**src/hw/rtl/tfe_pkg.sv**
```systemverilog
// ----------------------------------------------------------------------------
// tfe_pkg
// Shared constants, types and helpers for the telemetry frame encoder.
// ----------------------------------------------------------------------------
`default_nettype none

package tfe_pkg;

  localparam int FRAME_LEN  = 19;
  localparam int CNT_W      = $clog2(FRAME_LEN + 1);
  localparam int VAL_W      = 14;
  localparam int FULL_SCALE = 16383;
  localparam int MID_OFFSET = 8192;
  localparam int COEF_W     = 28;
  localparam int NUM_SCALED = 7;

  localparam int ANGLE_W = 16;
  localparam int SPEED_W = 16;
  localparam int ACCEL_W = 17;

  localparam int K_ANGLE = 2982252;
  localparam int K_SPEED = 11929736;
  localparam int K_ACCEL = 134201344;

  localparam int FRAC_ANGLE = 23;
  localparam int FRAC_SPEED = 24;
  localparam int FRAC_ACCEL = 28;

  localparam logic [7:0] END_BYTE      = 8'hFF;
  localparam logic [7:0] BTN1_MASK     = 8'hFB;
  localparam logic [7:0] BTN2_MASK     = 8'h7B;
  localparam logic [7:0] BTN_MOVE_MASK = 8'h04;

  typedef struct packed {
    logic active;
    logic last;
    logic near_done;
  } ser_status_t;

  // floor(x * 0.9961) for an 8-bit x is x - 1, except zero; never above 254
  function automatic logic [7:0] stick_scale(input logic [7:0] raw);
    logic [7:0] res;
    res = (raw == 8'd0) ? 8'd0 : raw - 8'd1;
    return res;
  endfunction

endpackage

`default_nettype wire

```
**src/hw/rtl/telemetry_frame_encoder_top.sv**
```systemverilog
// ----------------------------------------------------------------------------
// telemetry_frame_encoder_top
// Scales one telemetry sample in parallel lanes and sends it as a 19-byte frame.
//
//   channel   handshake         payload
//   input     start / busy      angle_x .. stick_y
//   output    strobe            frame_byte, last_byte
//
// an accepted item is registered in the lane products and lane_valid, then loaded
// into the frame register; its nineteen bytes follow on consecutive cycles, sent by
// the one-byte-per-cycle frame shifter; a new item is taken before the last frame ends
// busy drops before the shifter runs dry, so frames follow gap-free
// rst clears the lane-valid flag and the byte counter; the receiver cannot stall
// ----------------------------------------------------------------------------
`default_nettype none

module telemetry_frame_encoder_top (
  input  wire logic               clk,
  input  wire logic               rst,
  input  wire logic               start,
  output logic                    busy,
  input  wire logic signed [15:0] angle_x,
  input  wire logic signed [15:0] angle_y,
  input  wire logic signed [15:0] speed_left,
  input  wire logic signed [15:0] speed_right,
  input  wire logic signed [16:0] accel_x,
  input  wire logic signed [16:0] accel_y,
  input  wire logic signed [16:0] accel_z,
  input  wire logic [7:0]         buttons_first,
  input  wire logic [7:0]         buttons_second,
  input  wire logic [7:0]         stick_x,
  input  wire logic [7:0]         stick_y,
  output logic                    strobe,
  output logic [7:0]              frame_byte,
  output logic                    last_byte
);
  import tfe_pkg::*;

  logic                                take;
  logic                                lane_valid;
  logic [7:0]                          btn1;
  logic [7:0]                          btn2;
  logic [7:0]                          stk_x;
  logic [7:0]                          stk_y;
  logic [NUM_SCALED-1:0][VAL_W-1:0]    vals;
  ser_status_t                         status;

  assign take = start & ~busy;
  assign busy = lane_valid | ~status.near_done;

  always_ff @(posedge clk) begin
    if (rst) begin
      lane_valid <= 1'b0;
    end else begin
      lane_valid <= take;
    end
  end

  always_ff @(posedge clk) begin
    if (take) begin
      btn1  <= buttons_first;
      btn2  <= buttons_second;
      stk_x <= stick_x;
      stk_y <= stick_y;
    end
  end

  tfe_scale_lane #(.IN_W(ANGLE_W), .COEF(K_ANGLE), .FRAC(FRAC_ANGLE), .OFFSET_EN(1'b1))
    u_lane_ang_x (.clk(clk), .en(take), .raw(angle_x), .value(vals[0]));
  tfe_scale_lane #(.IN_W(ANGLE_W), .COEF(K_ANGLE), .FRAC(FRAC_ANGLE), .OFFSET_EN(1'b1))
    u_lane_ang_y (.clk(clk), .en(take), .raw(angle_y), .value(vals[1]));
  tfe_scale_lane #(.IN_W(SPEED_W), .COEF(K_SPEED), .FRAC(FRAC_SPEED), .OFFSET_EN(1'b0))
    u_lane_spd_l (.clk(clk), .en(take), .raw(speed_left), .value(vals[2]));
  tfe_scale_lane #(.IN_W(SPEED_W), .COEF(K_SPEED), .FRAC(FRAC_SPEED), .OFFSET_EN(1'b0))
    u_lane_spd_r (.clk(clk), .en(take), .raw(speed_right), .value(vals[3]));
  tfe_scale_lane #(.IN_W(ACCEL_W), .COEF(K_ACCEL), .FRAC(FRAC_ACCEL), .OFFSET_EN(1'b1))
    u_lane_acc_x (.clk(clk), .en(take), .raw(accel_x), .value(vals[4]));
  tfe_scale_lane #(.IN_W(ACCEL_W), .COEF(K_ACCEL), .FRAC(FRAC_ACCEL), .OFFSET_EN(1'b1))
    u_lane_acc_y (.clk(clk), .en(take), .raw(accel_y), .value(vals[5]));
  tfe_scale_lane #(.IN_W(ACCEL_W), .COEF(K_ACCEL), .FRAC(FRAC_ACCEL), .OFFSET_EN(1'b1))
    u_lane_acc_z (.clk(clk), .en(take), .raw(accel_z), .value(vals[6]));

  tfe_frame_merge u_merge (
    .clk    (clk),
    .rst    (rst),
    .load   (lane_valid),
    .vals   (vals),
    .btn1   (btn1),
    .btn2   (btn2),
    .stk_x  (stk_x),
    .stk_y  (stk_y),
    .head   (frame_byte),
    .status (status)
  );

  assign strobe    = status.active;
  assign last_byte = status.last;

`ifndef SYNTHESIS
  a_first_byte: assert property (@(posedge clk) disable iff (rst)
    take |-> ##2 (strobe && !last_byte))
    else $error("frame did not start two cycles after accept");

  a_end_byte: assert property (@(posedge clk) disable iff (rst)
    (strobe && last_byte) |-> (frame_byte == END_BYTE))
    else $error("end marker byte wrong");

  a_data_byte: assert property (@(posedge clk) disable iff (rst)
    (strobe && !last_byte) |-> (frame_byte != END_BYTE))
    else $error("data byte equals end marker");

  a_last_in_frame: assert property (@(posedge clk) disable iff (rst)
    last_byte |-> strobe)
    else $error("last_byte without strobe");
`endif

endmodule

`default_nettype wire

```
**src/hw/rtl/tfe_scale_lane.sv**
```systemverilog
// ----------------------------------------------------------------------------
// tfe_scale_lane
// One scaling lane: registered multiply, then optional offset, round and saturate.
// ----------------------------------------------------------------------------
`default_nettype none

module tfe_scale_lane #(
  parameter int IN_W      = tfe_pkg::ANGLE_W,
  parameter int COEF      = tfe_pkg::K_ANGLE,
  parameter int FRAC      = tfe_pkg::FRAC_ANGLE,
  parameter bit OFFSET_EN = 1'b1
) (
  input  wire logic                       clk,
  input  wire logic                       en,
  input  wire logic signed [IN_W-1:0]     raw,
  output logic [tfe_pkg::VAL_W-1:0]       value
);
  import tfe_pkg::*;

  localparam int PW = IN_W + COEF_W + 1;
  localparam int SW = PW + 1;
  localparam longint BIAS_L = (OFFSET_EN ? (longint'(MID_OFFSET) <<< FRAC) : 64'sd0)
                              + (longint'(1) <<< (FRAC - 1));
  localparam logic signed [SW-1:0] BIAS = SW'(BIAS_L);

  logic signed [PW-1:0] prod;
  logic signed [SW-1:0] sum;
  logic [SW-FRAC-1:0]   whole;
  logic                 over;

  always_ff @(posedge clk) begin
    if (en) begin
      prod <= PW'(raw) * PW'($signed({1'b0, COEF_W'(COEF)}));
    end
  end

  always_comb begin
    sum   = $signed({prod[PW-1], prod}) + BIAS;
    whole = sum[SW-1:FRAC];
    over  = |whole[SW-FRAC-2:VAL_W];
    if (sum[SW-1]) begin
      value = '0;
    end else if (over) begin
      value = VAL_W'(FULL_SCALE);
    end else begin
      value = whole[VAL_W-1:0];
    end
  end

endmodule

`default_nettype wire

```
**src/hw/rtl/tfe_frame_merge.sv**
```systemverilog
// ----------------------------------------------------------------------------
// tfe_frame_merge
// Merges the lane results, buttons and sticks into a 19-byte frame and shifts it out byte by byte.
// ----------------------------------------------------------------------------
`default_nettype none

module tfe_frame_merge (
  input  wire logic                                         clk,
  input  wire logic                                         rst,
  input  wire logic                                         load,
  input  wire logic [tfe_pkg::NUM_SCALED-1:0][tfe_pkg::VAL_W-1:0] vals,
  input  wire logic [7:0]                                   btn1,
  input  wire logic [7:0]                                   btn2,
  input  wire logic [7:0]                                   stk_x,
  input  wire logic [7:0]                                   stk_y,
  output logic [7:0]                                        head,
  output tfe_pkg::ser_status_t                              status
);
  import tfe_pkg::*;

  logic [7:0]       frame [FRAME_LEN];
  logic [7:0]       frame_next [FRAME_LEN];
  logic [CNT_W-1:0] rem;

  always_comb begin
    for (int i = 0; i < 4; i++) begin
      frame_next[2*i]   = {vals[i][VAL_W-1:7], 1'b0};
      frame_next[2*i+1] = {1'b0, vals[i][6:0]};
    end
    frame_next[8] = btn1 & BTN1_MASK;
    frame_next[9] = (btn2 & BTN2_MASK) | (btn1 & BTN_MOVE_MASK);
    for (int i = 0; i < 3; i++) begin
      frame_next[10+2*i] = {vals[4+i][VAL_W-1:7], 1'b0};
      frame_next[11+2*i] = {1'b0, vals[4+i][6:0]};
    end
    frame_next[16] = stick_scale(stk_x);
    frame_next[17] = stick_scale(stk_y);
    frame_next[18] = END_BYTE;
  end

  always_ff @(posedge clk) begin
    if (load) begin
      frame <= frame_next;
    end else if (rem != '0) begin
      for (int i = 0; i < FRAME_LEN - 1; i++) begin
        frame[i] <= frame[i+1];
      end
    end
  end

  always_ff @(posedge clk) begin
    if (rst) begin
      rem <= '0;
    end else if (load) begin
      rem <= CNT_W'(FRAME_LEN);
    end else if (rem != '0) begin
      rem <= rem - CNT_W'(1);
    end
  end

  assign head             = frame[0];
  assign status.active    = (rem != '0);
  assign status.last      = (rem == CNT_W'(1));
  assign status.near_done = (rem <= CNT_W'(2));

endmodule

`default_nettype wire

```
**config.mk**
```make
export PLATFORM = sky130hd
export DESIGN_NAME = telemetry_frame_encoder_top
export DESIGN_NICKNAME = d
export VERILOG_FILES = /design/src/hw/rtl/tfe_pkg.sv /design/src/hw/rtl/telemetry_frame_encoder_top.sv /design/src/hw/rtl/tfe_scale_lane.sv /design/src/hw/rtl/tfe_frame_merge.sv
export SDC_FILE = /design/constraint.sdc
export NUM_CORES = 2
export LEC_CHECK = 0
export BUFFER_PORTS_ARGS = -buffer_cell sky130_fd_sc_hd__buf_2
export CAP_MARGIN = 0
export CELL_PAD_IN_SITES_DETAIL_PLACEMENT = 0
export CELL_PAD_IN_SITES_GLOBAL_PLACEMENT = 1
export CORE_MARGIN = 2
export CORE_UTILIZATION = 35
export DETAILED_ROUTE_END_ITERATION = 8
export PLACE_DENSITY_LB_ADDON = 0.12
export SLEW_MARGIN = 30
export SYNTH_ARGS = -nofsm -noshare
export SYNTH_HDL_FRONTEND = slang
export SYNTH_SLANG_ARGS = --single-unit
```
**constraint.sdc**
```tcl
create_clock -name clk -period 5.87 [get_ports clk]
set_input_delay 0.587 -clock clk [delete_from_list [all_inputs] [get_ports clk]]
set_output_delay 0.587 -clock clk [all_outputs]
set_load 0.02 [all_outputs]
```
# After elaboration in Yosys (flattened, before gate mapping)

Index checks and enable logic that the tools add are counted.

Register bits after elaboration: 424
Logic and storage cells: 103
Output and inout port bits: 11
Bits of input ports: 150

Add/subtract/negate cells: 10
Order comparisons: 1
Reductions and logical operators: 12
Equality and inequality tests: 1
Bitwise logic cells: 5
Multiplexer cells: 20
$mul: 7

Operators by type and width:

| cell                     | number |
|---|---|
| $mux W144                | 2 |
| $mux W14                 | 14 |
| $add A45 B43 Y46 const B | 3 |
| $mul A17 B14 Y31 const B | 3 |
| $add A41 B25 Y42 const B | 2 |
| $add A39 B38 Y40 const B | 2 |
| $mul A16 B22 Y38 const B | 2 |
| $mul A16 B21 Y37 const B | 2 |
| $logic_not A8 Y1         | 2 |
| $mux W8                  | 2 |
| $reduce_or A8 Y1         | 2 |
| $sub A8 B1 Y8 const B    | 2 |
| $reduce_or A7 Y1         | 2 |
| $reduce_or A4 Y1         | 3 |
| $mux W5                  | 2 |
| $or A7 B3 Y7             | 1 |
| $eq A5 B1 Y1 const B     | 1 |
| $le A5 B2 Y1 const B     | 1 |
| $reduce_bool A5 Y1       | 1 |
| $sub A5 B1 Y5 const B    | 1 |
| $not A1 Y1               | 2 |
| $reduce_bool A2 Y1       | 1 |
| $reduce_or A2 Y1         | 1 |
| $and A1 B1 Y1            | 1 |
| $or A1 B1 Y1             | 1 |

# Depth between registers and ports, before layout

Depth in word-level cells: 5
Mapped depth: 23
Gate-level depth less buffers: 22

# Hierarchy

Synthesis repeated with hierarchy kept, for this count alone.

Cells, all modules: 5222
Area, all modules: 51458.1 um2

Modules (own cells, without submodules):

| module                            | instances | area each (um2) | cells each |
|---|---|---|---|
| tfe_scale_lane (u_lane_acc_x ...) | 3         | 7075.5          | 708 |
| tfe_frame_merge                   | 1         | 6747.7          | 675 |
| tfe_scale_lane (u_lane_ang_x)     | 1         | 5811.8          | 625 |
| tfe_scale_lane (u_lane_ang_y)     | 1         | 5708.0          | 593 |
| tfe_scale_lane (u_lane_spd_r)     | 1         | 5565.3          | 592 |
| tfe_scale_lane (u_lane_spd_l)     | 1         | 5388.9          | 577 |
| telemetry_frame_encoder_top       | 1         | 1009.7          | 36 |

# Worst setup path before layout

OpenSTA, ideal clock, no wires.

Path kind: input to register
Start: in accel_z[5]
End: reg u_lane_acc_z.prod[41], data pin
Setup time: 260 ps
Required time: 5610 ps
Setup slack: -198 ps
Buffers on the path: 0
Stages: 20
Data arrival time: 5808 ps
Cell sequence: inv_1 > fa_1 > inv_1 > fa_1 > inv_1 > fa_1 > inv_1 > fa_1 > fa_1 > inv_1 > fa_1 > inv_1 > ha_1 > a2111o_1 > and3_1 > a311o_1 > a211oi_4 > nor2_2 > a221oi_2 > xnor2_1

Cells in the longest elaborated chain, start to end: 1

Ends and longest elaborated chain:

| element              | line                              | RTL |
|---|---|---|
| from (decl)          | telemetry_frame_encoder_top.sv:28 | `input wire logic signed [16:0] accel_z,` |
| $mul A17 B14 Y31     | tfe_scale_lane.sv:33              | `prod <= PW'(raw) * PW'($signed({1'b0, COEF_W'(COEF)}));` |
| to (signal assigned) | tfe_scale_lane.sv:33              |  |
| to (decl)            | tfe_scale_lane.sv:26              | `logic signed [PW-1:0] prod;` |

Every way passes these cells.
A chain may end at the register's enable or synchronous reset.

# Worst setup path after layout

Start: in accel_z[6]
End: reg u_lane_acc_z.prod[43], data pin

Same word-level chain as after synthesis.

==> results.md <==
- RSZ-0062 raised after global routing: false
- Root Buffer: clkbuf_16
- Slowest Stage Delay on Critical Path: 540 ps
- Core box area: 139000 um^2
- # H-tree levels: 1
- Num CTS Buffers: 31
- Distinct cells, synth: 78
- CP Max Fanout: 4
- Sequential cell area fraction in the yosys report: 18.2%
- Mapped cell area: 49000 um^2
- Slew HR: 42.5%
- Final setup vio count: 0
- Critical Path Source Type: input pin
- Ant diodes: 0
- # Post-CTS Setup Buffers: 0
- HPWL Detailed: 101 mm
- Main flop type after synthesis: edfxtp_1
- Placed Area: 55700 um^2
- Required time of the critical path: 6340 ps
- Final hold vios: 0
- First-pass iteration count of the detailed router: 5
- Layout Nets: 7122
- Post-Synth Adder-Cell Area: 51.2%
- Slowest CP cell: fa_1
- Post-synthesis compound-gate area fraction: 8.91%
- Main combinational cell family by area after synthesis: adder cells
- Clock-pin slew on the worst setup and hold paths: 60 ps
- Worst EP arrival: 6100 ps
- Syn Area/Cell: 10.2 um^2
- Simple-gate portion of the synthesized area: 7.07%
- FF+latch count, synth: 304
- Xor-xnor portion of the synthesized cell area: 4.67%
- Setup CP Type: input pin to flop
- Period minus WS final: 5630 ps
- Vias per cell: 4.52
- Die area: 143000 um^2
- RePlAce Congestion: 0.819
- Syn Inst Count: 4785
- Global-route wire length before repair: 191 mm
- Wire per inst: 15.6 um
- Routed Antenna Nets: 0
- Final Cell Area: 56800 um^2
- Most frequent CP cell: fa_1
- Layout cells sized above 1: 14.3%
- Async set-or-reset flop fraction in the synthesized netlist: 0%
- Die Y: 378 um
- Placement Rows: 137
- Worst slew pin tran: 863 ps
- Worst-Skew Late Latency: 610 ps
- # DRC: 0
- Status: finished clean
- HP Class: input pin to flop
- Post-synthesis mux area share: 0.102%
- Io pins: 161
- CP endpoint kind: flop
- Post-CTS Hold Buffers: 0
- Vias in the first global route: 36281
- Final Max Tran Viols: 0
- Filler Cell Count: 14111
- Crit-path cells: buf_2, clkinvlp_4, fa_1, buf_4, fa_1, fa_1, fa_1, inv_1, fa_1, inv_1, fa_1, inv_1, ha_1, nand2_1, a21oi_1, a221o_1, a311o_2, a2111o_1, a2111o_1, nand3_1
- Fmax: 0.177 GHz
- Overall via count from detail_route: 33118
- Post-CTS sizing: 0
- Die width: 378 um
- Post-synth EDFFs: 283
- Tcrit/Tclk final: 96.0%
- Area delta synth->final: 15.9%
- Warnings from Yosys: 0
- GRT overflow: 0
- Syn_nets: 6488
- Initial antenna violation count: 4
- Final wirelength: 114 mm
- Number of port buffers: 158
- DRT iter0 DRCs: 1281
- Max Cap Viol: 0
- Clock Sink Count: 304
- Worst Skew: 22.7 ps
- Clock Tree Buf Depth: 3
- Initial core utilization: 35.2%
- CTS tree: built
- Gr usage total: 16.6%
- Pin count of the biggest net entering global routing: 97
==> path summary, 6_finish.rpt <==
kind	end	startpoint	cells past startpoint	slack [ps]
setup reg to reg	u_lane_acc_z.prod[43]$_DFFE_PP_	lane_valid$_SDFF_PP0_	4	2980
hold reg to reg	u_merge.frame[128]$_SDFFE_PP0N_	u_merge.frame[128]$_SDFFE_PP0N_	2	450
hold / removal	stk_y[3]$_DFFE_PP_	stick_y[3]	1	160
setup / recovery	u_lane_acc_z.prod[43]$_DFFE_PP_	accel_z[6]	20	240
==> area by class of cell <==
class,count,area (um^2),share of cell area [%]
clock buffer,43,861,1.52
clock inverter,15,164,0.289
inverter,1221,4590,8.08
multi-input combinational,3207,35400,62.3
sequential,304,8920,15.7
tap,1876,2350,4.13
timing repair buffer,654,4540,7.99
==> state kept, by name, summed over array words and instances (netlist names), 5 cells and up <==
signal and flops:
btn1 8, btn2 6, stk_x 8, stk_y 8, u_lane_acc_x.prod 18, u_lane_acc_y.prod 18
u_lane_acc_z.prod 18, u_lane_ang_x.prod 17, u_lane_ang_y.prod 17, u_lane_spd_l.prod 18, u_lane_spd_r.prod 18, u_merge.frame 136
u_merge.head 8, u_merge.rem 5
==> placed cells by master, fill, tap and decap left out, types with 30 or more instances in the layout <==
| cell | instances |
|---|---|
| nor3_1 | 47 |
| buf_4 | 494 |
| inv_1 | 1216 |
| a21o_1 | 113 |
| nor2b_1 | 30 |
| nand3_1 | 65 |
| nand2_1 | 273 |
| xnor2_1 | 159 |
| or2_2 | 37 |
| nor2_1 | 113 |
| a21oi_1 | 174 |
| edfxtp_1 | 283 |
| o211ai_1 | 37 |
| nand4_1 | 42 |
| clkbuf_16 | 31 |
| xor2_1 | 102 |
| buf_2 | 158 |
| and3_1 | 37 |
| fa_1 | 753 |
| ha_1 | 796 |
| o21ai_0 | 123 |
==> metal layers <==
metal  track usage, %  wire (um)  vias up
li1                 -          -    16698
met1             23.9      56600    16107
met2             28.1      54000      255
met3            0.881       2290       58
met4             2.31       1340        0
met5                0          0        -
==> cells in the mapped netlist, types with 9 or more instances <==
library cell	count	area share, %
nor3_1	47	0.48
fa_1	753	31
edfxtp_1	283	17
a211oi_1	15	0.23
o21bai_1	18	0.28
o31ai_1	9	0.14
nand4_1	42	0.54
inv_1	1219	9.3
o21a_1	27	0.41
o21ai_0	123	1.3
a31oi_1	26	0.33
and2_1	12	0.15
and4_1	14	0.25
a221oi_1	9	0.16
a22o_1	14	0.25
a22oi_1	16	0.25
nand2b_1	20	0.26
ha_1	800	20
a21o_1	113	1.7
or2_2	37	0.47
and3_1	37	0.47
nand2_1	274	2.1
nor2_1	114	0.87
xnor2_1	159	2.8
clkbuf_1	40	0.31
nor2b_1	30	0.38
nand3_1	65	0.66
o211ai_1	37	0.57
xor2_1	102	1.8
a21oi_1	178	1.8
dfxtp_1	21	0.86
==> cell families after synthesis <==
kind of cell	count (synthesis)
AO/OA/AOI/OAI	665
XOR/XNOR	261
buffers and inverters	1274
adder cells (fa/ha/maj)	1555
AND/OR/NAND/NOR	721
flip-flops	304
multiplexers	5
==> critical path, delay by kind of cell <==
family | cells | cell delay, ps
adders and majority gates | 7 | 3240
AOI/OAI and AO/OA | 5 | 1590
buffers and inverters | 6 | 560
and+or+nand+nor | 2 | 130
==> stage by stage <==
| stage | util, % | std cells | TNS, ps | hold slack, ps | setup WS, ps |
|---|---|---|---|---|---|
| 2_1_floorplan | - | 4785 | -285 | 432 | -92.2 |
| 3_3_place_gp | 40.0 | 7262 | -11230 | 442 | -476 |
| 3_5_place_dp | 40.0 | 7262 | -13010 | 445 | -467 |
| 4_1_cts | 40.8 | 7320 | 0 | 121 | 175 |
| 5_1_grt | 40.8 | 7320 | 0 | 136 | 24.5 |
| 6_report | 40.8 | 7320 | 0 | 164 | 236 |
Power is not shown: default switching activity piles up to over one toggle a cycle in this logic, so the estimate is an artifact.
